**src/rtl/dhb_pkg.sv**
```systemverilog
package dhb_pkg;

    localparam int CMD_W       = 16;
    localparam int PERIOD_W    = 16;
    localparam int DZ_W        = 10;
    localparam int FULL_SCALE  = 1000;
    localparam int MAG_W       = $clog2(FULL_SCALE + 1);
    localparam int PROD_W      = MAG_W + PERIOD_W;
    localparam int RECIP_SHIFT = PROD_W + 10;
    localparam int RECIP_W     = RECIP_SHIFT - $clog2(FULL_SCALE) + 1;
    localparam logic [RECIP_W-1:0] RECIP_MUL =
        RECIP_W'((64'd1 << RECIP_SHIFT) / FULL_SCALE);

    localparam logic [PERIOD_W-1:0] PERIOD_RESET = PERIOD_W'(500);

    localparam int OP_W = 2;
    typedef logic [OP_W-1:0] op_t;
    localparam op_t OP_TICK  = 2'd0;
    localparam op_t OP_SET   = 2'd1;
    localparam op_t OP_COAST = 2'd2;
    localparam op_t OP_BRAKE = 2'd3;

    typedef logic [1:0] mode_t;
    localparam mode_t MODE_LOW  = 2'd0;
    localparam mode_t MODE_HIGH = 2'd1;
    localparam mode_t MODE_FREE = 2'd2;

    localparam int NUM_PINS = 4;
    localparam int PIN_LA   = 0;
    localparam int PIN_LB   = 1;
    localparam int PIN_RA   = 2;
    localparam int PIN_RB   = 3;

    localparam int PADDR_W   = 4;
    localparam int PDATA_W   = 32;
    localparam int REG_IDX_W = 2;
    typedef logic [REG_IDX_W-1:0] reg_idx_t;
    localparam reg_idx_t REG_PERIOD    = 2'd0;
    localparam reg_idx_t REG_DEAD_ZONE = 2'd1;
    localparam reg_idx_t REG_BRAKE     = 2'd2;

    typedef struct packed {
        logic [PERIOD_W-1:0] period;
        logic [DZ_W-1:0]     dead_zone;
        logic                brake;
    } cfg_t;

    typedef struct packed {
        logic              zero;
        logic              neg;
        logic [PROD_W-1:0] prod;
    } chan_prod_t;

    typedef struct packed {
        logic                zero;
        logic                neg;
        logic [PROD_W-1:0]   prod;
        logic [PERIOD_W-1:0] quot;
    } chan_quot_t;

    typedef struct packed {
        op_t        op;
        chan_quot_t left;
        chan_quot_t right;
    } scaled_t;

endpackage

```
**src/rtl/dhb_if.sv**
```systemverilog
interface dhb_cmd_if;
    logic                              valid;
    logic                              ready;
    logic [dhb_pkg::OP_W-1:0]          operation;
    logic signed [dhb_pkg::CMD_W-1:0]  left_command;
    logic signed [dhb_pkg::CMD_W-1:0]  right_command;

    modport source (output valid, output operation, output left_command,
                    output right_command, input ready);
    modport sink   (input valid, input operation, input left_command,
                    input right_command, output ready);
endinterface

interface dhb_pin_if;
    logic valid;
    logic ready;
    logic left_pin_a;
    logic left_pin_b;
    logic right_pin_a;
    logic right_pin_b;

    modport source (output valid, output left_pin_a, output left_pin_b,
                    output right_pin_a, output right_pin_b, input ready);
    modport sink   (input valid, input left_pin_a, input left_pin_b,
                    input right_pin_a, input right_pin_b, output ready);
endinterface

```
**src/rtl/dual_hbridge_slow_decay_pwm.sv**
```systemverilog
// Path: an accepted command moves through the stage one and stage two registers to the pin
// register, which offers its result transaction. Throughput: one command per cycle unless
// a low pins.ready stalls it; the duty multiply and its reciprocal divide are pipelined
// and all state updates happen in order in the final register stage.
// Reset: rst_n is asynchronous and active low; it forces all pins low, clears the
// counter, compares and levels, and loads the default configuration.
module dual_hbridge_slow_decay_pwm (
    input  logic                          clk,
    input  logic                          rst_n,
    dhb_cmd_if.sink                       cmd,
    dhb_pin_if.source                     pins,
    input  logic                          psel,
    input  logic                          penable,
    input  logic                          pwrite,
    input  logic [dhb_pkg::PADDR_W-1:0]   paddr,
    input  logic [dhb_pkg::PDATA_W-1:0]   pwdata,
    output logic [dhb_pkg::PDATA_W-1:0]   prdata,
    output logic                          pready
);
    import dhb_pkg::*;

    cfg_t    cfg;
    logic    item_valid;
    scaled_t item;
    logic    take;

    dhb_apb_regs u_regs (
        .clk     (clk),
        .rst_n   (rst_n),
        .psel    (psel),
        .penable (penable),
        .pwrite  (pwrite),
        .paddr   (paddr),
        .pwdata  (pwdata),
        .prdata  (prdata),
        .pready  (pready),
        .cfg     (cfg)
    );

    dhb_cmd_scale u_scale (
        .clk        (clk),
        .rst_n      (rst_n),
        .cfg        (cfg),
        .cmd        (cmd),
        .take       (take),
        .item_valid (item_valid),
        .item       (item)
    );

    dhb_bridge_state u_state (
        .clk        (clk),
        .rst_n      (rst_n),
        .cfg        (cfg),
        .item_valid (item_valid),
        .item       (item),
        .take       (take),
        .pins       (pins)
    );

endmodule

```
**src/rtl/dhb_apb_regs.sv**
```systemverilog
module dhb_apb_regs (
    input  logic                          clk,
    input  logic                          rst_n,
    input  logic                          psel,
    input  logic                          penable,
    input  logic                          pwrite,
    input  logic [dhb_pkg::PADDR_W-1:0]   paddr,
    input  logic [dhb_pkg::PDATA_W-1:0]   pwdata,
    output logic [dhb_pkg::PDATA_W-1:0]   prdata,
    output logic                          pready,
    output dhb_pkg::cfg_t                 cfg
);
    import dhb_pkg::*;

    logic [PERIOD_W-1:0] period_reg;
    logic [PERIOD_W-1:0] period_next;
    logic [DZ_W-1:0]     dead_zone_reg;
    logic                brake_reg;
    logic                wr;
    reg_idx_t            idx;

    assign pready = 1'b1;
    assign wr     = psel && penable && pwrite;
    assign idx    = paddr[PADDR_W-1:2];

    // A zero period is stored as one.
    assign period_next = (pwdata[PERIOD_W-1:0] == '0) ? PERIOD_W'(1)
                                                      : pwdata[PERIOD_W-1:0];

    always_ff @(posedge clk or negedge rst_n)
    begin
        if (!rst_n)
        begin
            period_reg    <= PERIOD_RESET;
            dead_zone_reg <= '0;
            brake_reg     <= 1'b0;
        end
        else if (wr)
        begin
            unique case (idx)
                REG_PERIOD:    period_reg    <= period_next;
                REG_DEAD_ZONE: dead_zone_reg <= pwdata[DZ_W-1:0];
                REG_BRAKE:     brake_reg     <= pwdata[0];
                default:       ;
            endcase
        end
    end

    always_comb
    begin
        unique case (idx)
            REG_PERIOD:    prdata = PDATA_W'(period_reg);
            REG_DEAD_ZONE: prdata = PDATA_W'(dead_zone_reg);
            REG_BRAKE:     prdata = PDATA_W'(brake_reg);
            default:       prdata = '0;
        endcase
    end

    assign cfg.period    = period_reg;
    assign cfg.dead_zone = dead_zone_reg;
    assign cfg.brake     = brake_reg;

    a_zero_period: assert property (@(posedge clk) disable iff (!rst_n)
        (wr && idx == REG_PERIOD && pwdata[PERIOD_W-1:0] == '0)
        |=> (period_reg == PERIOD_W'(1)))
        else $error("zero period not stored as one");

    a_period_nonzero: assert property (@(posedge clk) disable iff (!rst_n)
        period_reg != '0)
        else $error("period register holds zero");

    a_unused_idx: assert property (@(posedge clk) disable iff (!rst_n)
        (wr && idx != REG_PERIOD && idx != REG_DEAD_ZONE && idx != REG_BRAKE)
        |=> ($stable(period_reg) && $stable(dead_zone_reg) && $stable(brake_reg)))
        else $error("write to unused address changed a register");

endmodule

```
**src/rtl/dhb_cmd_scale.sv**
```systemverilog
module dhb_cmd_scale (
    input  logic              clk,
    input  logic              rst_n,
    input  dhb_pkg::cfg_t     cfg,
    dhb_cmd_if.sink           cmd,
    input  logic              take,
    output logic              item_valid,
    output dhb_pkg::scaled_t  item
);
    import dhb_pkg::*;

    localparam logic signed [CMD_W-1:0] FS_POS = CMD_W'(FULL_SCALE);
    localparam logic signed [CMD_W-1:0] FS_NEG = -FS_POS;
    localparam int WIDE_W = PROD_W + RECIP_W;

    logic       v1_reg;
    op_t        op1_reg;
    chan_prod_t left1_reg;
    chan_prod_t right1_reg;
    logic       v2_reg;
    scaled_t    s2_reg;
    logic       adv1;
    logic       adv2;
    chan_prod_t left1_next;
    chan_prod_t right1_next;
    logic [WIDE_W-1:0] left_wide;
    logic [WIDE_W-1:0] right_wide;

    function automatic chan_prod_t prep(input logic signed [CMD_W-1:0] c,
                                        input cfg_t k);
        logic signed [CMD_W-1:0] lim;
        logic [CMD_W-1:0]        absval;
        logic [MAG_W-1:0]        mag;
        chan_prod_t              r;
        lim = c;
        if (c > FS_POS)
            lim = FS_POS;
        else if (c < FS_NEG)
            lim = FS_NEG;
        absval = lim[CMD_W-1] ? CMD_W'(-lim) : CMD_W'(lim);
        mag    = absval[MAG_W-1:0];
        if (k.dead_zone != '0 && DZ_W'(mag) < k.dead_zone)
            mag = '0;
        r.zero = (mag == '0);
        r.neg  = lim[CMD_W-1];
        r.prod = PROD_W'(mag) * PROD_W'(k.period);
        return r;
    endfunction

    assign adv2      = !v2_reg || take;
    assign adv1      = !v1_reg || adv2;
    assign cmd.ready = adv1;

    assign left1_next  = prep(cmd.left_command, cfg);
    assign right1_next = prep(cmd.right_command, cfg);

    // Division by full scale: reciprocal multiply, may come out one low.
    assign left_wide  = WIDE_W'(left1_reg.prod) * WIDE_W'(RECIP_MUL);
    assign right_wide = WIDE_W'(right1_reg.prod) * WIDE_W'(RECIP_MUL);

    always_ff @(posedge clk or negedge rst_n)
    begin
        if (!rst_n)
        begin
            v1_reg <= 1'b0;
            v2_reg <= 1'b0;
        end
        else
        begin
            if (adv1)
                v1_reg <= cmd.valid;
            if (adv2)
                v2_reg <= v1_reg;
        end
    end

    always_ff @(posedge clk)
    begin
        if (adv1 && cmd.valid)
        begin
            op1_reg    <= cmd.operation;
            left1_reg  <= left1_next;
            right1_reg <= right1_next;
        end
        if (adv2 && v1_reg)
        begin
            s2_reg.op         <= op1_reg;
            s2_reg.left.zero  <= left1_reg.zero;
            s2_reg.left.neg   <= left1_reg.neg;
            s2_reg.left.prod  <= left1_reg.prod;
            s2_reg.left.quot  <= left_wide[RECIP_SHIFT +: PERIOD_W];
            s2_reg.right.zero <= right1_reg.zero;
            s2_reg.right.neg  <= right1_reg.neg;
            s2_reg.right.prod <= right1_reg.prod;
            s2_reg.right.quot <= right_wide[RECIP_SHIFT +: PERIOD_W];
        end
    end

    assign item_valid = v2_reg;
    assign item       = s2_reg;

    a_hold_stage2: assert property (@(posedge clk) disable iff (!rst_n)
        (v2_reg && !take) |=> (v2_reg && $stable(s2_reg)))
        else $error("stage two item lost under stall");

    a_hold_stage1: assert property (@(posedge clk) disable iff (!rst_n)
        (v1_reg && !adv2) |=> v1_reg)
        else $error("stage one item lost under stall");

    a_quot_low: assert property (@(posedge clk) disable iff (!rst_n)
        v1_reg |-> (left_wide[RECIP_SHIFT +: PERIOD_W] <= PERIOD_W'(cfg.period)))
        else $error("scaled duty above period");

endmodule

```
**src/rtl/dhb_bridge_state.sv**
```systemverilog
module dhb_bridge_state (
    input  logic              clk,
    input  logic              rst_n,
    input  dhb_pkg::cfg_t     cfg,
    input  logic              item_valid,
    input  dhb_pkg::scaled_t  item,
    output logic              take,
    dhb_pin_if.source         pins
);
    import dhb_pkg::*;

    logic [PERIOD_W-1:0]                   cnt_reg;
    logic [PERIOD_W-1:0]                   cnt_next;
    mode_t [NUM_PINS-1:0]                  mode_reg;
    mode_t [NUM_PINS-1:0]                  mode_next;
    logic  [NUM_PINS-1:0]                  lvl_reg;
    logic  [NUM_PINS-1:0]                  lvl_next;
    logic  [NUM_PINS-1:0][PERIOD_W-1:0]    shadow_reg;
    logic  [NUM_PINS-1:0][PERIOD_W-1:0]    shadow_next;
    logic  [NUM_PINS-1:0][PERIOD_W-1:0]    active_reg;
    logic  [NUM_PINS-1:0][PERIOD_W-1:0]    active_next;
    logic  [NUM_PINS-1:0]                  pins_reg;
    logic  [NUM_PINS-1:0]                  pins_next;
    logic                                  out_valid_reg;
    logic                                  apply;
    logic  [PERIOD_W:0]                    cnt_inc;
    logic  [NUM_PINS-1:0]                  act_nz;
    chan_quot_t                            chan [2];
    logic  [1:0][PROD_W-1:0]               back;
    logic  [1:0][PROD_W-1:0]               rem;
    logic  [1:0][PERIOD_W-1:0]             duty;
    mode_t                                 stop_mode;

    assign take  = !out_valid_reg || pins.ready;
    assign apply = item_valid && take;

    assign chan[0]   = item.left;
    assign chan[1]   = item.right;
    assign stop_mode = cfg.brake ? MODE_HIGH : MODE_LOW;
    assign cnt_inc   = {1'b0, cnt_reg} + (PERIOD_W + 1)'(1);

    // The reciprocal quotient is at most one short; fix it from the remainder.
    always_comb
    begin
        for (int ch = 0; ch < 2; ch++)
        begin
            back[ch] = PROD_W'(chan[ch].quot) * PROD_W'(FULL_SCALE);
            rem[ch]  = chan[ch].prod - back[ch];
            duty[ch] = chan[ch].quot
                     + PERIOD_W'(rem[ch] >= PROD_W'(FULL_SCALE));
        end
    end

    always_comb
    begin
        cnt_next    = cnt_reg;
        mode_next   = mode_reg;
        lvl_next    = lvl_reg;
        shadow_next = shadow_reg;
        active_next = active_reg;
        unique case (item.op)
            OP_TICK:
            begin
                cnt_next = (cnt_inc >= {1'b0, cfg.period}) ? '0
                                                           : cnt_inc[PERIOD_W-1:0];
                for (int g = 0; g < NUM_PINS; g++)
                begin
                    if (cnt_next == '0)
                    begin
                        active_next[g] = shadow_reg[g];
                        lvl_next[g]    = 1'b1;
                    end
                    if (cnt_next == active_next[g])
                        lvl_next[g] = 1'b0;
                end
            end
            OP_SET:
            begin
                for (int ch = 0; ch < 2; ch++)
                begin
                    if (chan[ch].zero || duty[ch] == '0)
                    begin
                        mode_next[2*ch]     = stop_mode;
                        mode_next[2*ch + 1] = stop_mode;
                    end
                    else if (!chan[ch].neg)
                    begin
                        mode_next[2*ch]       = MODE_HIGH;
                        mode_next[2*ch + 1]   = MODE_FREE;
                        shadow_next[2*ch + 1] = cfg.period - duty[ch];
                    end
                    else
                    begin
                        mode_next[2*ch + 1] = MODE_HIGH;
                        mode_next[2*ch]     = MODE_FREE;
                        shadow_next[2*ch]   = cfg.period - duty[ch];
                    end
                end
            end
            OP_COAST:
            begin
                for (int g = 0; g < NUM_PINS; g++)
                    mode_next[g] = MODE_LOW;
            end
            OP_BRAKE:
            begin
                for (int g = 0; g < NUM_PINS; g++)
                    mode_next[g] = MODE_HIGH;
            end
            default: ;
        endcase
    end

    always_comb
    begin
        for (int g = 0; g < NUM_PINS; g++)
        begin
            pins_next[g] = (mode_next[g] == MODE_HIGH)
                        || (mode_next[g] == MODE_FREE && lvl_next[g]);
            act_nz[g]    = (active_reg[g] != '0);
        end
    end

    always_ff @(posedge clk or negedge rst_n)
    begin
        if (!rst_n)
        begin
            cnt_reg       <= '0;
            mode_reg      <= {NUM_PINS{MODE_LOW}};
            lvl_reg       <= '0;
            shadow_reg    <= '0;
            active_reg    <= '0;
            pins_reg      <= '0;
            out_valid_reg <= 1'b0;
        end
        else if (apply)
        begin
            cnt_reg       <= cnt_next;
            mode_reg      <= mode_next;
            lvl_reg       <= lvl_next;
            shadow_reg    <= shadow_next;
            active_reg    <= active_next;
            pins_reg      <= pins_next;
            out_valid_reg <= 1'b1;
        end
        else if (pins.ready)
        begin
            out_valid_reg <= 1'b0;
        end
    end

    assign pins.valid       = out_valid_reg;
    assign pins.left_pin_a  = pins_reg[PIN_LA];
    assign pins.left_pin_b  = pins_reg[PIN_LB];
    assign pins.right_pin_a = pins_reg[PIN_RA];
    assign pins.right_pin_b = pins_reg[PIN_RB];

    a_pair_not_both_free: assert property (@(posedge clk) disable iff (!rst_n)
        !(mode_reg[PIN_LA] == MODE_FREE && mode_reg[PIN_LB] == MODE_FREE)
        && !(mode_reg[PIN_RA] == MODE_FREE && mode_reg[PIN_RB] == MODE_FREE))
        else $error("both pins of one bridge released");

    a_wrap_levels: assert property (@(posedge clk) disable iff (!rst_n)
        (apply && item.op == OP_TICK && cnt_next == '0) |=> (lvl_reg == act_nz))
        else $error("levels wrong after counter wrap");

    a_coast_low: assert property (@(posedge clk) disable iff (!rst_n)
        (apply && item.op == OP_COAST) |=> (out_valid_reg && pins_reg == '0))
        else $error("coast transaction left a pin high");

    a_rem_bound: assert property (@(posedge clk) disable iff (!rst_n)
        (apply && item.op == OP_SET)
        |-> (rem[0] < PROD_W'(2 * FULL_SCALE) && rem[1] < PROD_W'(2 * FULL_SCALE)))
        else $error("duty quotient off by more than one");

endmodule
```
**src/flat_wrapper.sv**
```systemverilog
// flat-port wrapper written by rule: the top's interface ports become plain ports
module dual_hbridge_slow_decay_pwm_flat import dhb_pkg::*;
  (clk, rst_n, psel, penable, pwrite, paddr, pwdata, prdata, pready, cmd_valid, cmd_operation, cmd_left_command, cmd_right_command, cmd_ready, pins_valid, pins_left_pin_a, pins_left_pin_b, pins_right_pin_a, pins_right_pin_b, pins_ready);
  dhb_cmd_if cmd_i ();
  dhb_pin_if pins_i ();
  input  logic clk;
  input  logic rst_n;
  input  logic psel;
  input  logic penable;
  input  logic pwrite;
  input  logic [dhb_pkg::PADDR_W-1:0] paddr;
  input  logic [dhb_pkg::PDATA_W-1:0] pwdata;
  output logic [dhb_pkg::PDATA_W-1:0] prdata;
  output logic pready;
  input wire logic [$bits(cmd_i.valid)-1:0] cmd_valid;
  input wire logic [$bits(cmd_i.operation)-1:0] cmd_operation;
  input wire logic [$bits(cmd_i.left_command)-1:0] cmd_left_command;
  input wire logic [$bits(cmd_i.right_command)-1:0] cmd_right_command;
  output wire logic [$bits(cmd_i.ready)-1:0] cmd_ready;
  output wire logic [$bits(pins_i.valid)-1:0] pins_valid;
  output wire logic [$bits(pins_i.left_pin_a)-1:0] pins_left_pin_a;
  output wire logic [$bits(pins_i.left_pin_b)-1:0] pins_left_pin_b;
  output wire logic [$bits(pins_i.right_pin_a)-1:0] pins_right_pin_a;
  output wire logic [$bits(pins_i.right_pin_b)-1:0] pins_right_pin_b;
  input wire logic [$bits(pins_i.ready)-1:0] pins_ready;
  assign cmd_i.valid = cmd_valid;
  assign cmd_i.operation = cmd_operation;
  assign cmd_i.left_command = cmd_left_command;
  assign cmd_i.right_command = cmd_right_command;
  assign cmd_ready = cmd_i.ready;
  assign pins_valid = pins_i.valid;
  assign pins_left_pin_a = pins_i.left_pin_a;
  assign pins_left_pin_b = pins_i.left_pin_b;
  assign pins_right_pin_a = pins_i.right_pin_a;
  assign pins_right_pin_b = pins_i.right_pin_b;
  assign pins_i.ready = pins_ready;
  dual_hbridge_slow_decay_pwm u_core (.clk(clk), .rst_n(rst_n), .cmd(cmd_i), .pins(pins_i), .psel(psel), .penable(penable), .pwrite(pwrite), .paddr(paddr), .pwdata(pwdata), .prdata(prdata), .pready(pready));
endmodule
```
**config.mk**
```make
export PLATFORM = sky130hd
export DESIGN_NAME = dual_hbridge_slow_decay_pwm_flat
export DESIGN_NICKNAME = d
export VERILOG_FILES = /design/src/rtl/dhb_pkg.sv /design/src/rtl/dhb_if.sv /design/src/rtl/dual_hbridge_slow_decay_pwm.sv /design/src/rtl/dhb_apb_regs.sv /design/src/rtl/dhb_cmd_scale.sv /design/src/rtl/dhb_bridge_state.sv /design/src/flat_wrapper.sv
export SDC_FILE = /design/constraint.sdc
export NUM_CORES = 2
export LEC_CHECK = 0
export BUFFER_PORTS_ARGS = -buffer_cell sky130_fd_sc_hd__buf_4
export CAP_MARGIN = 0
export CORE_MARGIN = 3
export CORE_UTILIZATION = 55
export DETAILED_ROUTE_END_ITERATION = 10
export PLACE_DENSITY = 0.71
export REMOVE_ABC_BUFFERS = 1
export SLEW_MARGIN = 20
export SYNTH_ARGS = -nofsm -noshare
export SYNTH_HDL_FRONTEND = slang
export SYNTH_SLANG_ARGS = --single-unit
```
**constraint.sdc**
```tcl
create_clock -name clk -period 22.2 [get_ports clk]
set_input_delay 1.11 -clock clk [delete_from_list [all_inputs] [get_ports clk]]
set_output_delay 1.11 -clock clk [all_outputs]
set_load 0.02 [all_outputs]
```
==> key figures <==
CTS
  • CTS root buffer: clkbuf_16
  • Number of H-tree levels: 2
  • Postcts setup bufs: 0
  • Clock-pin slew on the worst setup and hold paths: 0.08 ns
  • # hold bufs at CTS: 0
  • Clk Latency, worst-skew pair: 0.62 ns
  • Longest Clk Path Bufs: 3
  • Sink Count: 332
  • CTS buffer count: 40
  • Post-cts resize count: 0
  • CTS tree: built

Status
  • Status: finished clean

Global route
  • Grt ovf: 0
  • Largest net degree at the start of global routing: 125
  • Antenna violations before repair: 4
  • All-Layer GR Usage: 27.7%
  • Vias in the first global route: 41000
  • Global-route wire length before repair: 224000 µm

Critical path
  • Crit path arrival time: 11.60 ns
  • Slowest CP cell: nand2b_1
  • FF-to-FF Start: u_core.u_scale.item[44]
  • Setup crit start: cmd_right_command[5]
  • Largest stage delay on the critical path: 0.60 ns
  • WP data required: 22.54 ns
  • Cells on worst reg2reg path: 43
  • Crit. End Element: flop
  • Crit path max fanout: 62
  • Critical setup path kind: in2reg
  • Worst Setup Start Kind: input pin
  • Crit path to: u_core.u_scale.right1_reg[25]
  • RR Endpoint: u_core.u_state.shadow_reg[30]
  • Most common cell on crit path: fa_1
  • R2R setup slack: 11.25 ns

Cells and area
  • Most frequent cells in the layout: inv_1 (1214), ha_1 (895), fa_1 (720), nand2_1 (429), nor2_1 (208)
  • Nets: 7386
  • Max reg flops: 84
  • Ratio of cells with drive above 1 in the final layout: 6.15%
  • Fillers: 8252
  • Most common cell after layout, fill and taps aside: inv_1
  • # diodes: 0
  • Layout Area Growth over Synthesis: 6.32%

STA
  • Worst-margin pin slew: 1.24 ns
  • Slew Limit Fails: 0
  • Crit share post-route: 50.7%
  • Relative slew slack: 16.6%
  • Max Clock Skew: 0.0466 ns
  • Setup-failing EPs final: 0
  • Final hold violation count: 0
  • RSZ-0062 raised after global routing: false
  • Fmax: 0.0888 GHz
  • Tmin final: 11.26 ns
  • Worst Slack Setup Final: 10.94 ns
  • Setup_tns: 0 ns

Drt
  • Final ANT Viol Nets: 0
  • Routed len/inst: 19.8 µm
  • Via count: 39900
  • DRC Markers: 0
  • Final wirelength: 139000 µm
  • Pre-antenna DRT Iters: 5
  • Starting DRT DRC Count: 2920
  • Vias per cell: 5.69

Synth
  • Yosys cell types: 90
  • Post-synthesis sequential area ratio: 16.7%
  • Mapped Cells: 5646
  • Netlist area before placement: 54200 µm²
  • Main synth FF type: dfrtp_1
  • Fraction of registers with async set/reset: 57.2%
  • Yosys warning count: 0
  • EDFF count, synth: 142
  • Mean Syn Cell Area: 9.59 µm²
  • #FFs+latches synth: 332

Die
  • # IOs: 116
  • Initial Utilization: 55.7%
  • Chip height: 320 µm
  • Die Span X: 320 µm
  • Core area: 97100 µm²
  • Total die area: 102000 µm²
  • Rows: 114

Placed design
  • Post-Place Worst Slack: 10.33 ns
  • IO buf count: 80
  • GP Congestion: 0.918
  • Detailed placer's ending HPWL: 110000 µm

Worst hold path
  • WHS Path Cells: 0
  • Hold Path Class: reg2reg

Job
  • Max Cap Viol: 0
worst min-delay path by stage:
| stage | start | end |
|---|---|---|
| 4_1_cts | u_core.u_scale.op1_reg[1] | u_core.u_scale.item[89] |
| 5_1_grt | u_core.u_scale.op1_reg[1] | u_core.u_scale.item[89] |
| 6_report | u_core.u_scale.op1_reg[1] | u_core.u_scale.item[89] |
| 3_3_place_gp | u_core.u_scale.op1_reg[0] | u_core.u_scale.item[88] |
| 2_1_floorplan | u_core.u_scale.right1_reg[26] | u_core.u_scale.item[42] |
| 3_5_place_dp | u_core.u_scale.op1_reg[0] | u_core.u_scale.item[88] |
critical path: cells and delay by family:
| kind | cells | cell delay (ns) |
|---|---|---|
| buffers and inverters | 5 | 0.92 |
| multiplexers | 1 | 0.18 |
| XOR/XNOR | 1 | 0.07 |
| adder cells (fa/ha/maj) | 9 | 3.91 |
| AND/OR/NAND/NOR | 13 | 3.27 |
| AO/OA/AOI/OAI | 11 | 2.08 |
per-layer routing:
layer  vias up  share of wire [%]  global-route usage [%]  routed length, µm
met5         -             0.0058                       0                  8
met4         2                3.9                    9.49               5420
met2      1232                 46                    45.2              64300
met3       301                6.4                    3.87               8890
met1     19700                 43                    38.1              60000
li1      18600                  -                       -                  -
cell families after synthesis:
group	count (synthesis)	share of synthesized area, %
AOI/OAI and AO/OA	728	8.65
xor gates and xnor gates	236	3.82
adders and majority gates	1615	47.3
buffers and inverters	1354	9.58
DFF	332	16.7
muxes	156	3.14
other	2	0.0139
and+or+nand+nor	1223	10.8
through the flow:
step	util (%)	std cells	area, µm²	hold slack [ns]
6_report	59.3	7002	57600	0.396
5_1_grt	59.3	7002	57600	0.430
4_1_cts	59.3	7002	57600	0.405
3_5_place_dp	57.9	6928	56200	0.405
3_3_place_gp	57.9	6928	56200	0.402
2_1_floorplan	-	5525	53600	0.400
cells in the mapped netlist (all sizes together), types with 18 or more instances:
master / instances / share of area [%]
edfxtp: 142 / 7.9
ha: 895 / 21
a31oi: 29 / 0.34
mux2i: 43 / 0.79
or3: 20 / 0.23
nand2b: 41 / 0.47
nand4: 39 / 0.45
xnor2: 161 / 2.6
nor4: 35 / 0.42
nor2b: 48 / 0.55
mux2: 113 / 2.3
a21o: 69 / 0.96
o211ai: 26 / 0.36
fa: 720 / 27
nand3: 76 / 0.72
a21oi: 185 / 1.7
buf: 45 / 0.51
o21bai: 22 / 0.30
and3: 31 / 0.36
o22ai: 18 / 0.21
o21a: 24 / 0.33
nor2: 213 / 1.5
xor2: 75 / 1.2
inv: 1216 / 8.4
o21ai: 190 / 1.8
and2: 64 / 0.74
nor3: 165 / 1.5
dfrtp: 184 / 8.5
nand2: 430 / 3.0
a211oi: 21 / 0.30
o2111ai: 21 / 0.34
clkbuf: 91 / 0.63
cell type report:
class	count	area, µm²	share of cell area (%)
Tap cell	1276	1600	2.77
Inverter	1218	4570	7.94
Multi-Input combinational cell	3975	40100	69.6
Timing Repair Buffer	127	961	1.67
Clock buffer	53	1080	1.88
Sequential cell	332	9030	15.7
Clock inverter	21	269	0.467
Power is left out: the tool's default activity adds up to more than one toggle a clock period on the data nets, which glitch-free logic cannot reach.
